### src/rtl/core/banm_pkg.sv
package banm_pkg;

    // Geometry defaults and limits.
    localparam int MAX_WIDTH_DEF  = 256;
    localparam int MAX_HEIGHT_DEF = 256;
    localparam int CFG_DATA_W     = 9;
    localparam int CFG_IDX_W      = 2;
    localparam logic [CFG_DATA_W-1:0] WIDTH_RESET  = CFG_DATA_W'(64);
    localparam logic [CFG_DATA_W-1:0] HEIGHT_RESET = CFG_DATA_W'(64);

    // Result queue depth, a power of two.
    localparam int RES_FIFO_DEPTH = 8;

    // Line buffer entry layout: one bit for each of the two stored rows.
    localparam int LB_W      = 2;
    localparam int LB_UPPER  = 1;
    localparam int LB_MIDDLE = 0;

    // Mask bit positions.
    localparam int BIT_N  = 0;
    localparam int BIT_NE = 1;
    localparam int BIT_E  = 2;
    localparam int BIT_SE = 3;
    localparam int BIT_S  = 4;
    localparam int BIT_SW = 5;
    localparam int BIT_W  = 6;
    localparam int BIT_NW = 7;

    // Configuration register indexes.
    typedef enum logic [CFG_IDX_W-1:0] {
        CFG_WIDTH_IN_USE  = 2'd0,
        CFG_HEIGHT_IN_USE = 2'd1
    } cfg_reg_t;

    // One result beat.
    typedef struct packed {
        logic [7:0] mask;
        logic [7:0] col;
        logic [7:0] row;
        logic       last;
    } res_t;

    // Results handed from the window stage to the result queue in one cycle.
    typedef struct packed {
        logic [1:0] cnt;
        res_t       first;
        res_t       second;
    } res_push_t;

    // Window bit index is 3*row + col; row 0 is the top, col 0 the left.
    // New column enters on the right, the left column drops out.
    function automatic logic [8:0] win_shift(input logic [8:0] w, input logic top,
                                             input logic mid, input logic bot);
        logic [8:0] r;
        r = {bot, w[8], w[7], mid, w[5], w[4], top, w[2], w[1]};
        return r;
    endfunction

    // Blob mask: a corner counts only with both edge neighbors next to it.
    function automatic logic [7:0] win_mask(input logic [8:0] w);
        logic [7:0] m;
        m = '0;
        m[BIT_N]  = w[1];
        m[BIT_E]  = w[5];
        m[BIT_S]  = w[7];
        m[BIT_W]  = w[3];
        m[BIT_NE] = w[1] & w[5] & w[2];
        m[BIT_SE] = w[5] & w[7] & w[8];
        m[BIT_SW] = w[7] & w[3] & w[6];
        m[BIT_NW] = w[3] & w[1] & w[0];
        return m;
    endfunction

endpackage

### src/rtl/core/banm_ram.sv
module banm_ram #(
    parameter int WIDTH = 2,
    parameter int DEPTH = 256
) (
    input  logic                                    aclk,
    input  logic                                    we,
    input  logic [((DEPTH > 1) ? $clog2(DEPTH) : 1)-1:0] waddr,
    input  logic [WIDTH-1:0]                        wdata,
    input  logic                                    re,
    input  logic [((DEPTH > 1) ? $clog2(DEPTH) : 1)-1:0] raddr,
    output logic [WIDTH-1:0]                        rdata
);

    logic [WIDTH-1:0] mem_reg [DEPTH];
    logic [WIDTH-1:0] rdata_reg;

    // Single write port; the read returns the old contents on a collision.
    always_ff @(posedge aclk) begin
        if (we) begin
            mem_reg[waddr] <= wdata;
        end
        if (re) begin
            rdata_reg <= mem_reg[raddr];
        end
    end

    assign rdata = rdata_reg;

endmodule

### src/rtl/core/banm_res_fifo.sv
module banm_res_fifo (
    input  logic                  aclk,
    input  logic                  aresetn,
    input  banm_pkg::res_push_t   push,
    output logic [$clog2(banm_pkg::RES_FIFO_DEPTH+1)-1:0] level,
    output logic                  out_valid,
    input  logic                  out_ready,
    output banm_pkg::res_t        out_data
);
    import banm_pkg::*;

    localparam int PTR_W = $clog2(RES_FIFO_DEPTH);
    localparam int LVL_W = $clog2(RES_FIFO_DEPTH + 1);

    res_t             entries_reg [RES_FIFO_DEPTH];
    logic [PTR_W-1:0] wr_ptr_reg, wr_ptr_next;
    logic [PTR_W-1:0] rd_ptr_reg, rd_ptr_next;
    logic [LVL_W-1:0] level_reg, level_next;
    logic             pop;
    logic [PTR_W-1:0] wr_ptr_plus1;

    assign pop          = out_valid && out_ready;
    assign wr_ptr_plus1 = wr_ptr_reg + PTR_W'(1);

    // Up to two entries go in per cycle, one comes out.
    always_comb begin
        wr_ptr_next = wr_ptr_reg + PTR_W'(push.cnt);
        rd_ptr_next = pop ? rd_ptr_reg + PTR_W'(1) : rd_ptr_reg;
        level_next  = level_reg + LVL_W'(push.cnt) - (pop ? LVL_W'(1) : LVL_W'(0));
    end

    always_ff @(posedge aclk) begin
        if (push.cnt != 2'd0) begin
            entries_reg[wr_ptr_reg] <= push.first;
        end
        if (push.cnt == 2'd2) begin
            entries_reg[wr_ptr_plus1] <= push.second;
        end
    end

    always_ff @(posedge aclk) begin
        if (!aresetn) begin
            wr_ptr_reg <= '0;
            rd_ptr_reg <= '0;
            level_reg  <= '0;
        end else begin
            wr_ptr_reg <= wr_ptr_next;
            rd_ptr_reg <= rd_ptr_next;
            level_reg  <= level_next;
        end
    end

    assign level     = level_reg;
    assign out_valid = (level_reg != '0);
    assign out_data  = entries_reg[rd_ptr_reg];

endmodule

### src/rtl/core/blob_autotile_neighbor_mask.sv
// A mask leaves on m_ through the window stage and the result queue after the input beat
// that completes its window, which comes one row and one column after the tile itself.
// Sustained rate is one tile beat per cycle while the result queue has room: each
// beat reads and writes back one entry of the line buffer RAM, with a forwarding
// path when a grid is one column wide. After reset a clearing pass writes zero to
// all MAX_WIDTH line buffer entries with s_ready low; width and height reset to 64.
module blob_autotile_neighbor_mask #(
    parameter int MAX_WIDTH  = banm_pkg::MAX_WIDTH_DEF,
    parameter int MAX_HEIGHT = banm_pkg::MAX_HEIGHT_DEF
) (
    input  logic                             aclk,
    input  logic                             aresetn,
    input  logic                             cfg_valid,
    output logic                             cfg_ready,
    input  logic [banm_pkg::CFG_IDX_W-1:0]   cfg_index,
    input  logic [banm_pkg::CFG_DATA_W-1:0]  cfg_data,
    input  logic                             s_valid,
    output logic                             s_ready,
    input  logic                             s_forest_bit,
    output logic                             m_valid,
    input  logic                             m_ready,
    output logic [7:0]                       m_neighbor_mask,
    output logic [7:0]                       m_tile_col,
    output logic [7:0]                       m_tile_row,
    output logic                             m_frame_last
);
    import banm_pkg::*;

    localparam int COL_W  = (MAX_WIDTH > 1) ? $clog2(MAX_WIDTH) : 1;
    localparam int WD_W   = $clog2(MAX_WIDTH + 1);
    localparam int ROW_W  = $clog2(MAX_HEIGHT + 1);
    localparam int WCMP_W = (WD_W > CFG_DATA_W) ? WD_W : CFG_DATA_W;
    localparam int HCMP_W = (ROW_W > CFG_DATA_W) ? ROW_W : CFG_DATA_W;
    localparam int LVL_W  = $clog2(RES_FIFO_DEPTH + 1);
    localparam int RSV_W  = LVL_W + 1;

    // Configuration registers.
    logic [CFG_DATA_W-1:0] width_reg, width_next;
    logic [CFG_DATA_W-1:0] height_reg, height_next;

    // Input side counters.
    logic [COL_W-1:0] col_count_reg, col_count_next;
    logic [ROW_W-1:0] row_count_reg, row_count_next;

    // Clearing pass.
    logic             clr_active_reg, clr_active_next;
    logic [COL_W-1:0] clr_addr_reg, clr_addr_next;

    // Window stage.
    logic             s1_valid_reg;
    logic [COL_W-1:0] s1_col_reg;
    logic [ROW_W-1:0] s1_row_reg;
    logic             s1_bit_reg;
    logic             s1_pad_reg;
    logic             s1_end_reg;
    logic [8:0]       window_reg, window_next;
    logic             fwd_hit_reg;
    logic [LB_W-1:0]  fwd_data_reg;

    logic [WCMP_W-1:0] width_ext;
    logic [HCMP_W-1:0] height_ext;
    logic [WD_W-1:0]   w_eff;
    logic [ROW_W-1:0]  h_eff;
    logic              in_accept;
    logic              padding;
    logic              row_end;

    logic [LB_W-1:0]  ram_rdata;
    logic [LB_W-1:0]  lb_data;
    logic [LB_W-1:0]  lb_wdata;
    logic             ram_we;
    logic [COL_W-1:0] ram_waddr;
    logic [LB_W-1:0]  ram_wdata;
    logic             up_bit;
    logic             mid_bit;
    logic [8:0]       win_base;
    logic [8:0]       win_a;
    logic [8:0]       win_b;
    res_t             res_inner;
    res_t             res_edge;
    logic             inner_ok;
    logic             edge_ok;
    res_push_t        push;
    logic [LVL_W-1:0] fifo_level;
    logic [RSV_W-1:0] reserved;
    res_t             out_res;

    // Configuration writes are always taken.
    assign cfg_ready = 1'b1;

    always_comb begin
        width_next  = width_reg;
        height_next = height_reg;
        if (cfg_valid && cfg_ready) begin
            case (cfg_index)
                CFG_WIDTH_IN_USE:  width_next  = cfg_data;
                CFG_HEIGHT_IN_USE: height_next = cfg_data;
                default: ;
            endcase
        end
    end

    // Clamp the geometry: zero acts as one, large values act as the maximum.
    assign width_ext  = WCMP_W'(width_reg);
    assign height_ext = HCMP_W'(height_reg);

    always_comb begin
        if (width_reg == '0) begin
            w_eff = WD_W'(1);
        end else if (width_ext > WCMP_W'(MAX_WIDTH)) begin
            w_eff = WD_W'(MAX_WIDTH);
        end else begin
            w_eff = WD_W'(width_ext);
        end
        if (height_reg == '0) begin
            h_eff = ROW_W'(1);
        end else if (height_ext > HCMP_W'(MAX_HEIGHT)) begin
            h_eff = ROW_W'(MAX_HEIGHT);
        end else begin
            h_eff = ROW_W'(height_ext);
        end
    end

    // Input acceptance reserves two queue slots for every item not yet pushed.
    assign reserved  = RSV_W'(fifo_level) + (s1_valid_reg ? RSV_W'(2) : RSV_W'(0));
    assign s_ready   = !clr_active_reg && (reserved <= RSV_W'(RES_FIFO_DEPTH - 2));
    assign in_accept = s_valid && s_ready;

    // Raster position bookkeeping.
    assign padding = (row_count_reg >= h_eff);
    assign row_end = ((WD_W'(col_count_reg) + WD_W'(1)) >= w_eff);

    always_comb begin
        col_count_next = col_count_reg;
        row_count_next = row_count_reg;
        if (in_accept) begin
            if (row_end) begin
                col_count_next = '0;
                row_count_next = padding ? '0 : row_count_reg + ROW_W'(1);
            end else begin
                col_count_next = COL_W'(WD_W'(col_count_reg) + WD_W'(1));
            end
        end
    end

    // Clearing pass sweeps the line buffer once after reset.
    always_comb begin
        clr_active_next = clr_active_reg;
        clr_addr_next   = clr_addr_reg;
        if (clr_active_reg) begin
            if (clr_addr_reg == COL_W'(MAX_WIDTH - 1)) begin
                clr_active_next = 1'b0;
            end else begin
                clr_addr_next = clr_addr_reg + COL_W'(1);
            end
        end
    end

    // Line buffer data, with the write of the previous beat forwarded.
    assign lb_data = fwd_hit_reg ? fwd_data_reg : ram_rdata;

    always_comb begin
        up_bit  = lb_data[LB_UPPER];
        mid_bit = lb_data[LB_MIDDLE];
        if (s1_row_reg == '0) begin
            up_bit  = 1'b0;
            mid_bit = 1'b0;
        end else if (s1_row_reg == ROW_W'(1)) begin
            up_bit = 1'b0;
        end
    end

    // The middle row moves up, the new bit becomes the middle row.
    always_comb begin
        lb_wdata            = '0;
        lb_wdata[LB_UPPER]  = mid_bit;
        lb_wdata[LB_MIDDLE] = s1_bit_reg;
    end

    always_comb begin
        ram_we    = clr_active_reg || s1_valid_reg;
        ram_waddr = clr_active_reg ? clr_addr_reg : s1_col_reg;
        ram_wdata = clr_active_reg ? '0 : lb_wdata;
    end

    banm_ram #(
        .WIDTH (LB_W),
        .DEPTH (MAX_WIDTH)
    ) u_line_ram (
        .aclk  (aclk),
        .we    (ram_we),
        .waddr (ram_waddr),
        .wdata (ram_wdata),
        .re    (in_accept),
        .raddr (col_count_reg),
        .rdata (ram_rdata)
    );

    // Window shift; at a row end one more empty column is shifted in.
    always_comb begin
        win_base    = (s1_col_reg == '0) ? 9'd0 : window_reg;
        win_a       = win_shift(win_base, up_bit, mid_bit, s1_bit_reg);
        win_b       = win_shift(win_a, 1'b0, 1'b0, 1'b0);
        window_next = window_reg;
        if (s1_valid_reg) begin
            window_next = s1_end_reg ? win_b : win_a;
        end
    end

    // Results of the current beat, packed so the first slot is filled first.
    always_comb begin
        inner_ok = (s1_row_reg != '0) && (s1_col_reg != '0);
        edge_ok  = s1_end_reg && (s1_row_reg != '0);

        res_inner.mask = win_mask(win_a);
        res_inner.col  = 8'(s1_col_reg - 1'b1);
        res_inner.row  = 8'(s1_row_reg - 1'b1);
        res_inner.last = 1'b0;

        res_edge.mask = win_mask(win_b);
        res_edge.col  = 8'(s1_col_reg);
        res_edge.row  = 8'(s1_row_reg - 1'b1);
        res_edge.last = s1_pad_reg;

        push.cnt    = 2'd0;
        push.first  = inner_ok ? res_inner : res_edge;
        push.second = res_edge;
        if (s1_valid_reg) begin
            push.cnt = {1'b0, inner_ok} + {1'b0, edge_ok};
        end
    end

    banm_res_fifo u_res_fifo (
        .aclk      (aclk),
        .aresetn   (aresetn),
        .push      (push),
        .level     (fifo_level),
        .out_valid (m_valid),
        .out_ready (m_ready),
        .out_data  (out_res)
    );

    assign m_neighbor_mask = out_res.mask;
    assign m_tile_col      = out_res.col;
    assign m_tile_row      = out_res.row;
    assign m_frame_last    = out_res.last;

    // Control registers.
    always_ff @(posedge aclk) begin
        if (!aresetn) begin
            width_reg      <= WIDTH_RESET;
            height_reg     <= HEIGHT_RESET;
            col_count_reg  <= '0;
            row_count_reg  <= '0;
            clr_active_reg <= 1'b1;
            clr_addr_reg   <= '0;
            s1_valid_reg   <= 1'b0;
            window_reg     <= '0;
            fwd_hit_reg    <= 1'b0;
        end else begin
            width_reg      <= width_next;
            height_reg     <= height_next;
            col_count_reg  <= col_count_next;
            row_count_reg  <= row_count_next;
            clr_active_reg <= clr_active_next;
            clr_addr_reg   <= clr_addr_next;
            s1_valid_reg   <= in_accept;
            window_reg     <= window_next;
            if (in_accept) begin
                fwd_hit_reg <= s1_valid_reg && (s1_col_reg == col_count_reg);
            end
        end
    end

    // Stage payload, captured with each accepted beat.
    always_ff @(posedge aclk) begin
        if (in_accept) begin
            s1_col_reg   <= col_count_reg;
            s1_row_reg   <= row_count_reg;
            s1_bit_reg   <= s_forest_bit & ~padding;
            s1_pad_reg   <= padding;
            s1_end_reg   <= row_end;
            fwd_data_reg <= lb_wdata;
        end
    end

    // The queue never overflows when a beat pushes its results.
    assert property (@(posedge aclk) disable iff (!aresetn)
        s1_valid_reg |-> (RSV_W'(fifo_level) + RSV_W'(push.cnt) <= RSV_W'(RES_FIFO_DEPTH)))
    else $error("result queue overflow");

    // No tile beat is taken while the line buffer is being cleared.
    assert property (@(posedge aclk) disable iff (!aresetn)
        clr_active_reg |-> !s_ready)
    else $error("input accepted during clearing pass");

    // The beat that carries the last mask of a frame returns the raster to row zero.
    assert property (@(posedge aclk) disable iff (!aresetn)
        (s1_valid_reg && s1_pad_reg && s1_end_reg) |-> (row_count_reg == '0))
    else $error("frame end did not restart the raster");

    // A forwarded line buffer entry only occurs for back-to-back beats in column zero.
    assert property (@(posedge aclk) disable iff (!aresetn)
        (s1_valid_reg && fwd_hit_reg) |-> (s1_col_reg == '0))
    else $error("unexpected line buffer forwarding");

endmodule
### config.mk
export PLATFORM = sky130hd
export DESIGN_NAME = blob_autotile_neighbor_mask
export DESIGN_NICKNAME = d
export VERILOG_FILES = /design/src/rtl/core/banm_pkg.sv /design/src/rtl/core/banm_ram.sv /design/src/rtl/core/banm_res_fifo.sv /design/src/rtl/core/blob_autotile_neighbor_mask.sv
export SDC_FILE = /design/constraint.sdc
export NUM_CORES = 1
export LEC_CHECK = 0
export BUFFER_PORTS_ARGS = -buffer_cell sky130_fd_sc_hd__buf_2
export CAP_MARGIN = 15
export CORE_MARGIN = 4
export CORE_UTILIZATION = 60
export DETAILED_ROUTE_END_ITERATION = 8
export HOLD_SLACK_MARGIN = 0.08
export PLACE_DENSITY = 0.76
export REMOVE_ABC_BUFFERS = 1
export SKIP_CTS_REPAIR_TIMING = 1
export SYNTH_ARGS = -nofsm -noshare
export SYNTH_HDL_FRONTEND = slang
export SYNTH_HIERARCHICAL = 1
export SYNTH_SLANG_ARGS = --single-unit
export TNS_END_PERCENT = 30
### constraint.sdc
create_clock -name aclk -period 20.2 [get_ports aclk]
set_clock_uncertainty 0.05 [all_clocks]
set_input_delay 2.02 -clock aclk [delete_from_list [all_inputs] [get_ports aclk]]
set_output_delay 2.02 -clock aclk [all_outputs]
set_load 0.005 [all_outputs]
=== Yosys cells after proc, flatten, opt, wreduce, memory -nomap -nowiden ===
Memory sizes are Yosys's and may differ from the RTL's. A register that Yosys moved wholly into a read port is not among the register bits.
Index checks and enable logic that the tools add are counted.

* Muxes and demuxes: 28
* Add/sub/neg operators: 12
* Bitwise gates (word level): 15
* Order comparisons: 5
* Equal/unequal tests: 5
* Reductions and logical operators: 21

{| class="wikitable"
|+ Operators with widths
! kind !! count
|-
| 9-bit two-way mux || 7
|-
| 9-bit zero test || 3
|-
| 25-bit two-way mux || 1
|-
| 9-bit greater-or-equal comparator || 2
|-
| 9-bit greater-than comparator, second input constant || 2
|-
| 8-bit two-way mux || 2
|-
| 8-bit by 1-bit subtractor with 8-bit output, second input constant || 2
|-
| 1-bit bitwise AND || 13
|-
| 1-bit two-way mux || 12
|-
| 8-bit by 1-bit adder with 9-bit output, second input constant || 1
|-
| 9-bit by 1-bit adder with 9-bit output, second input constant || 1
|-
| 9-bit by 1-bit equality test with 1-bit output, second input constant || 1
|-
| 9-bit nonzero test || 1
|-
| 8-bit by 1-bit adder with 8-bit output, second input constant || 1
|-
| 8-bit equality test || 1
|-
| 8-bit equality test, second input constant || 1
|-
| 8-bit zero test || 1
|-
| 2-bit two-way mux || 4
|-
| 2-bit AND reduction || 4
|-
| 8-bit nonzero test || 1
|-
| 3-bit by 1-bit adder with 3-bit output, second input constant || 2
|-
| 1-bit logical AND || 6
|-
| 3-bit two-way mux || 2
|-
| 4-bit by 2-bit adder with 5-bit output || 1
|-
| 13 further kinds || 14
|}

* Output and inout bits: 28
* Input port bits: 17
* Memories: 2
* Logic and storage cells: 106
* Register bits after elaboration: 87
* Bits in writable memories: 712

{| class="wikitable"
|+ Memory list
! name !! depth !! width !! rd ports !! clocked after Yosys merged registers in !! write ports !! RTL line !! source
|-
| u_line_ram.mem_reg || 256 || 2 || 1 || 1 || 1 || banm_ram.sv:14 || <nowiki>logic [WIDTH-1:0] mem_reg [DEPTH];</nowiki>
|-
| u_res_fifo.entries_reg || 8 || 25 || 1 || 1 || 2 || banm_res_fifo.sv:15 || <nowiki>res_t entries_reg [RES_FIFO_DEPTH];</nowiki>
|}

=== Logic depth before layout (Yosys ltp) ===
Gate-level depths: netlist (run 1).

* Depth in word-level cells: 7
* Mapped depth: 16

=== Modules after synthesis ===
Netlist (run 1), hierarchy kept.

{| class="wikitable"
|+ By module, submodules not included
! module !! cells each !! seq. area each (µm²) !! area each (µm²) !! times used
|-
| banm_ram || 1,242 || 15,434.8 || 21,401.8 || 1
|-
| banm_res_fifo || 596 || 6,266.0 || 10,732.8 || 1
|-
| blob_autotile_neighbor_mask || 458 || 1,701.6 || 4,252.8 || 1
|}

=== Least setup slack after synthesis (run 1) ===
No wires, ideal clock.

* Path kind: register to register
* From: register s1_row_reg[0]
* To: memory u_line_ram.mem_reg[0][1], data pin
* Stages on the path, launching flop included: 8
* Slack: 11.510 ns
* Required time: 18.760 ns
* Library setup time: 1.390 ns
* Data arrival time: 7.249 ns
* Path through: edfxtp_1 inv_1 ha_1 or3b_1 or4_1 buf_6 nand2_1 nor2_1

* Longest elaborated chain between the ends: 3

{| class="wikitable"
|+ Ends and longest elaborated chain
! element !! RTL line !! source
|-
| start: declaration || blob_autotile_neighbor_mask.sv:52 || <nowiki>logic [ROW_W-1:0] s1_row_reg;</nowiki>
|-
| start signal: assignment || blob_autotile_neighbor_mask.sv:279 || <nowiki>s1_row_reg <= row_count_reg;</nowiki>
|-
| 9-bit zero test || blob_autotile_neighbor_mask.sv:165 || <nowiki>if (s1_row_reg == '0) begin</nowiki>
|-
| 1-bit two-way mux || blob_autotile_neighbor_mask.sv:165 ||
|-
| 2-bit two-way mux || blob_autotile_neighbor_mask.sv:183 || <nowiki>ram_wdata = clr_active_reg ? '0 : lb_wdata;</nowiki>
|-
| via ram_wdata[1] || blob_autotile_neighbor_mask.sv:73 || <nowiki>logic [LB_W-1:0] ram_wdata;</nowiki>
|-
| end: declaration || banm_ram.sv:14 ||
|}

The timed path passes the listed nets, and every way through them passes these cells.

==> results of run 1 <==
## area by class of cell
class	count	area (um2)
inverters	27	106
well taps	782	978
multi-input cells	1351	12200
fillers	4067	20400
clock inverters	50	404
clock buffers	102	2220
flip-flops and latches	801	23400
repair buffers	84	561
## placed cells by master, fill, tap and decap left out, types with 7 or more instances in the layout
| cell type | Yosys | layout |
|---|---|---|
| and3_1 | 10 | 10 |
| clkbuf_1 | 73 | 14 |
| nor2b_1 | 34 | 33 |
| ha_1 | 36 | 36 |
| dfxtp_1 | 65 | 60 |
| o21ai_0 | 29 | 25 |
| buf_2 | 23 | 44 |
| clkinv_1 | 2 | 22 |
| o21ai_1 | 7 | 7 |
| nand3b_1 | 7 | 7 |
| mux2i_1 | 90 | 90 |
| nor3_1 | 12 | 12 |
| a211oi_1 | 11 | 11 |
| conb_1 | 2 | 25 |
| xor2_1 | 22 | 22 |
| o22ai_1 | 14 | 12 |
| mux4_1 | 20 | 20 |
| nor2_1 | 298 | 296 |
| nand2_1 | 93 | 93 |
| xnor2_1 | 19 | 19 |
| clkbuf_16 | 0 | 85 |
| o221ai_1 | 16 | 16 |
| nand3_1 | 36 | 36 |
| buf_4 | 7 | 37 |
| and2_1 | 19 | 19 |
| a22o_1 | 8 | 8 |
| a21oi_1 | 31 | 31 |
| nand2b_1 | 13 | 13 |
| or3_1 | 7 | 7 |
| nand4_1 | 14 | 14 |
| a221oi_1 | 7 | 7 |
| mux4_2 | 132 | 132 |
| inv_1 | 22 | 22 |
| clkinv_2 | 0 | 17 |
| mux2_2 | 237 | 237 |
| edfxtp_1 | 736 | 736 |
## through the flow
stage	worst slack (ns)	cell area (um2)	std cells
floorplan	11.37	35600	2179
global placement	15.16	37200	3041
detailed placement	15.02	37200	3044
CTS	14.99	39800	3196
global route	14.72	39900	3197
finish	15.02	39900	3197
## metal layers
metal | track usage | vias to the layer above
met1 | 0.323 | 10400
met2 | 0.461 | 793
met3 | 0.0428 | 170
met4 | 0.0818 | 0
li1 | - | 9023
met5 | 0 | -
## path summary, 6_finish.rpt
check	endpoint	slack [ns]	cells past startpoint
setup / recovery	u_res_fifo/entries_reg[3][21]	15.02	11
hold / removal	u_res_fifo/rd_ptr_reg[2]	0.43	2
setup reg to reg	u_res_fifo/entries_reg[3][21]	15.02	11
hold reg to reg	u_res_fifo/rd_ptr_reg[2]	0.43	2
## worst max-delay path, cell delays in order (launching register included)
cell      delay, ns
edfxtp_1       0.44
inv_1          0.33
ha_1           0.26
or3b_1         0.41
or4_1          0.70
and2_1         0.26
ha_1           0.27
and2_1         0.26
nor3b_2        0.28
nand3_2        0.65
o21ai_2        0.55
buf_4          0.38
## kinds of logic (layout without fill, tap and decap cells)
| group | after synthesis | in the layout | share of synthesized area |
|---|---|---|---|
| buffers and inverters | 167 | 263 | 0.0270 |
| other | 2 | 25 | 0.000206 |
| AND/OR/NAND/NOR | 584 | 584 | 0.0748 |
| multiplexers | 482 | 482 | 0.195 |
| adder cells (fa/ha/maj) | 38 | 38 | 0.0135 |
| AO/OA/AOI/OAI | 179 | 179 | 0.0348 |
| flip-flops | 801 | 801 | 0.643 |
| XOR/XNOR | 43 | 43 | 0.0111 |
## where the power goes
part	internal (W)	total, W	switching (W)
registers	0.00179	0.00180	0.00000953
logic	0.0000634	0.000136	0.0000722
clock network	0.000847	0.00147	0.000622
==> results.json, run 1 <==
{
  "num_vias": 20400,
  "worstPathRequired_ns": 20.44,
  "insertion_delay_ns": 0.63,
  "critPathCaptureType": "register",
  "critPathKind": "reg2reg",
  "grt_pass1_vias": 21100,
  "whs_ns": 0.433,
  "drt_iter0_drc": 2016,
  "yosys-top-cells-area": "edfxtp_1 61%, mux4_2 8.2%, mux2_2 7.3%, dfxtp_1 3.6%, nor2_1 3.1%",
  "area_delta_synth_final_pct": 9.54,
  "synth_common_cells": "736 x edfxtp_1, 298 x nor2_1, 237 x mux2_2",
  "wl_met1_mm": 31.0,
  "critical_path_arrival_ns": 5.43,
  "tightest_slew_ns": 1.26,
  "wl_per_cell_um": 25.7,
  "drc": 0,
  "largest_reg_flops": 512,
  "n_antenna_cell": 0,
  "setup_violations": 0,
  "cts-root-buf": "clkbuf_16",
  "synthArstFlopShare": 0,
  "vdd_ir_drop_max_mv": 0.0903,
  "core_area_mm2": 0.0602,
  "final_max_slew_viol_count": 0,
  "netlist.area_leader.share": 0.607,
  "ys_seq_area_frac": 0.643,
  "status": "finished, final reports clean",
  "fin_setup_tns_ns": 0,
  "grt_pass1_wl_mm": 125,
  "grt_max_degree": 257,
  "vias_per_cell": 6.38,
  "crit_path_max_fanout": 26,
  "detailedRoute.firstPassIterationCount": 5,
  "avgSynthCellArea_um2": 15.8,
  "post-route-min-period_ns": 5.18,
  "synth-main-ff-cell": "edfxtp_1",
  "cts-buffers-inserted": 82,
  "detailed_place_hpwl_mm": 50.2,
  "p_per_area_mw_per_mm2": 85.4,
  "max_freq_mhz": 193,
  "initial_utilization": 0.604,
  "relSlewSlack": 0.163,
  "yosys_warnings": 6,
  "yosysUniqueCellTypes": 94,
  "synth.most_common_cell": "edfxtp_1",
  "hold_class": "reg2reg",
  "die_h_um": 254,
  "grt_setup_unrepaired": "false",
  "syn-instance-count": 2296,
  "grt_use_total": 0.257,
  "routed_wl_mm": 82.1,
  "wl_met3_mm": 5.00,
  "io_pins": 45,
  "drive_gt1_frac": 0.260,
  "gp_congestion": 0.828,
  "hp-start": "u_res_fifo/rd_ptr_reg[2]",
  "min_period_over_period": 0.256,
  "overflow": 0,
  "crit_path_start": "s1_row_reg[0]",
  "port_buffers": 43,
  "synth_area_mm2": 0.0364,
  "cts_sinks": 801,
  "dr_wl_met2_mm": 43.3,
  "path_clk_slew_ns": 0.06,
  "cts_buffer_depth": 3,
  "die_w_um": 254,
  "final_hold_viol_count": 0,
  "total_power_w": 0.00341,
  "rows": 90,
  "fin_nets": 2402,
  "reg2reg_from": "s1_row_reg[0]",
  "antenna_found_initial": 0,
  "ys_ff_latch": 801,
  "yosys.area.top_type": "edfxtp_1",
  "drt.antenna.violating_nets": 0,
  "cts_tree": "built",
  "synth-edff-count": 736,
  "crit_path_start_kind": "register",
  "highest_layer": "met4",
  "die_area_mm2": 0.0647,
  "fin_util": 0.662,
  "cellLeakagePower_nw": 11.9,
  "cap_violations": 0,
  "h-tree-depth": 3
}
Note: power is estimated with default switching activity, not from simulation.
==> run 2: changes to the inputs <==
--- a/config.mk
+++ b/config.mk
@@ -8,7 +8,7 @@
 export BUFFER_PORTS_ARGS = -buffer_cell sky130_fd_sc_hd__buf_2
 export CAP_MARGIN = 15
 export CORE_MARGIN = 4
-export CORE_UTILIZATION = 60
+export CORE_UTILIZATION = 57
 export DETAILED_ROUTE_END_ITERATION = 8
 export HOLD_SLACK_MARGIN = 0.08
 export PLACE_DENSITY = 0.76
==> constraint.sdc (replaced) <==
create_clock -name aclk -period 4.2 [get_ports aclk]
set_clock_uncertainty 0.05 [all_clocks]
set_input_delay 0.42 -clock aclk [delete_from_list [all_inputs] [get_ports aclk]]
set_output_delay 0.42 -clock aclk [all_outputs]
set_load 0.005 [all_outputs]
==> run 2 against run 1 <==
  * Register-to-register slack worse by 15 ns
  * Cell area is 1.8% higher
  * Utilization is 1.9 points lower
  * Total power grew to 4.9 times the previous value
  * Hold slack worse by 0.36 ns
  * Critical path depth stayed put
  * Via count is 1.5% higher
  * Count of clock-buffer cells in the layout is 3 lower
  * Clock power grew to 4.9 times the previous value
  * Sequential share of layout area is 1.0 points lower
  * Sequential power grew to 4.8 times the previous value
  * First-iteration DRC count is 4.6% higher
  * Critical path type unchanged
  * Highest routed layer unchanged
==> results.json, run 2 (same netlist as run 1, synthesis figures left out) <==
{
  "status": "finished, final reports clean",
  "worstPathRequired_ns": 4.51,
  "critPathCaptureType": "register",
  "grt_pass1_vias": 21500,
  "grt_setup_unrepaired": "false",
  "die_w_um": 261,
  "hold_depth": 3,
  "min_period_over_period": 0.967,
  "fin_setup_tns_ns": 0,
  "num_vias": 20700,
  "fin_util": 0.643,
  "area_delta_synth_final_pct": 11.5,
  "drt_iter0_drc": 2108,
  "antenna_found_initial": 0,
  "detailedRoute.firstPassIterationCount": 6,
  "tightest_slew_ns": 1.20,
  "cellLeakagePower_nw": 12.3,
  "die_area_mm2": 0.0679,
  "critPathKind": "reg2reg",
  "grt_pass1_wl_mm": 128,
  "final_area_mm2": 0.0406,
  "wl_per_cell_um": 25.0,
  "vdd_ir_drop_max_mv": 0.360,
  "rows": 92,
  "drive_gt1_frac": 0.271,
  "r2r_cells": 11,
  "port_buffers": 43,
  "hold_class": "in2reg",
  "cts_sinks": 801,
  "post-route-min-period_ns": 4.06,
  "cts-root-buf": "clkbuf_16",
  "fin_nets": 2458,
  "io_pins": 45,
  "die_h_um": 261,
  "cap_violations": 0,
  "final_max_slew_viol_count": 0,
  "detailed_place_hpwl_mm": 51.5,
  "grt_max_degree": 257,
  "drt.antenna.violating_nets": 0,
  "crit_path_max_fanout": 20,
  "vias_per_cell": 6.24,
  "critical_path_arrival_ns": 4.37,
  "insertion_delay_ns": 0.63,
  "crit_path_start_kind": "register",
  "path_clk_slew_ns": 0.06,
  "cts-buffers-inserted": 81,
  "relSlewSlack": 0.190,
  "placed_cell_area_mm2": 0.0378,
  "n_antenna_cell": 0,
  "grt_use_total": 0.247,
  "initial_utilization": 0.577,
  "final_common_cell": "edfxtp_1",
  "h-tree-depth": 3,
  "setup_violations": 0,
  "cts_buffer_depth": 3,
  "max_freq_mhz": 246,
  "p_per_area_mw_per_mm2": 408,
  "gp_congestion": 0.833,
  "drc": 0,
  "largest_reg_flops": 512,
  "final_hold_viol_count": 0,
  "total_power_w": 0.0165,
  "cts_tree": "built",
  "routed_wl_mm": 82.8,
  "core_area_mm2": 0.0631,
  "final_cell_mix": "736 x edfxtp_1, 296 x nor2_1, 237 x mux2_2, 132 x mux4_2, 93 x nand2_1",
  "overflow": 0
}
run 2: through the flow:
step | instances | setup slack (ns) | hold slack (ns)
global placement | 3155 | 0.166 | 0.409
finish | 3318 | 0.137 | 0.0703
CTS | 3308 | 0.0190 | -0.0187
floorplan | 2179 | -4.63 | 0.400
global route | 3318 | 0.0441 | 0.0800
detailed placement | 3156 | 0.0551 | 0.435
run 2: final cells by class:
| cell class | count | area, um2 |
|---|---|---|
| fillers | 4440 | 22500 |
| well taps | 846 | 1060 |
| flip-flops and latches | 801 | 23400 |
| clock inverters | 53 | 534 |
| repair buffers | 141 | 1150 |
| clock buffers | 99 | 2130 |
| inverters | 27 | 106 |
| multi-input cells | 1351 | 12200 |
run 2: worst max-delay path, stage by stage, from the launching register on:
cell      delay, ns
edfxtp_1       0.43
inv_1          0.12
ha_1           0.22
or3b_1         0.43
or4_4          0.56
and2_1         0.19
ha_1           0.29
and2_1         0.26
nand4b_1       0.35
nor2_2         0.18
buf_4          0.33
mux2_2         0.38
run 2: routing by layer:
layer | share of wire | GRT usage
met1 | 0.38 | 0.317
met2 | 0.52 | 0.432
met3 | 0.066 | 0.0380
met4 | 0.033 | 0.0810
met5 | 0 | 0
run 2: final timing paths:
check / startpoint / end / slack, ns
setup / recovery: s1_row_reg[1] / u_res_fifo/entries_reg[6][11] / 0.14
hold / removal: cfg_data[1] / height_ext[1] / 0.07
setup reg to reg: s1_row_reg[1] / u_res_fifo/entries_reg[6][11] / 0.14
hold reg to reg: u_res_fifo/rd_ptr_reg[2] / register / 0.44
run 2: power breakdown:
group / switching, W / internal, W
Clock: 0.00296 / 0.00423
Sequential: 0.0000699 / 0.00862
Combinational: 0.000334 / 0.000320
Total: 0.00336 / 0.0132
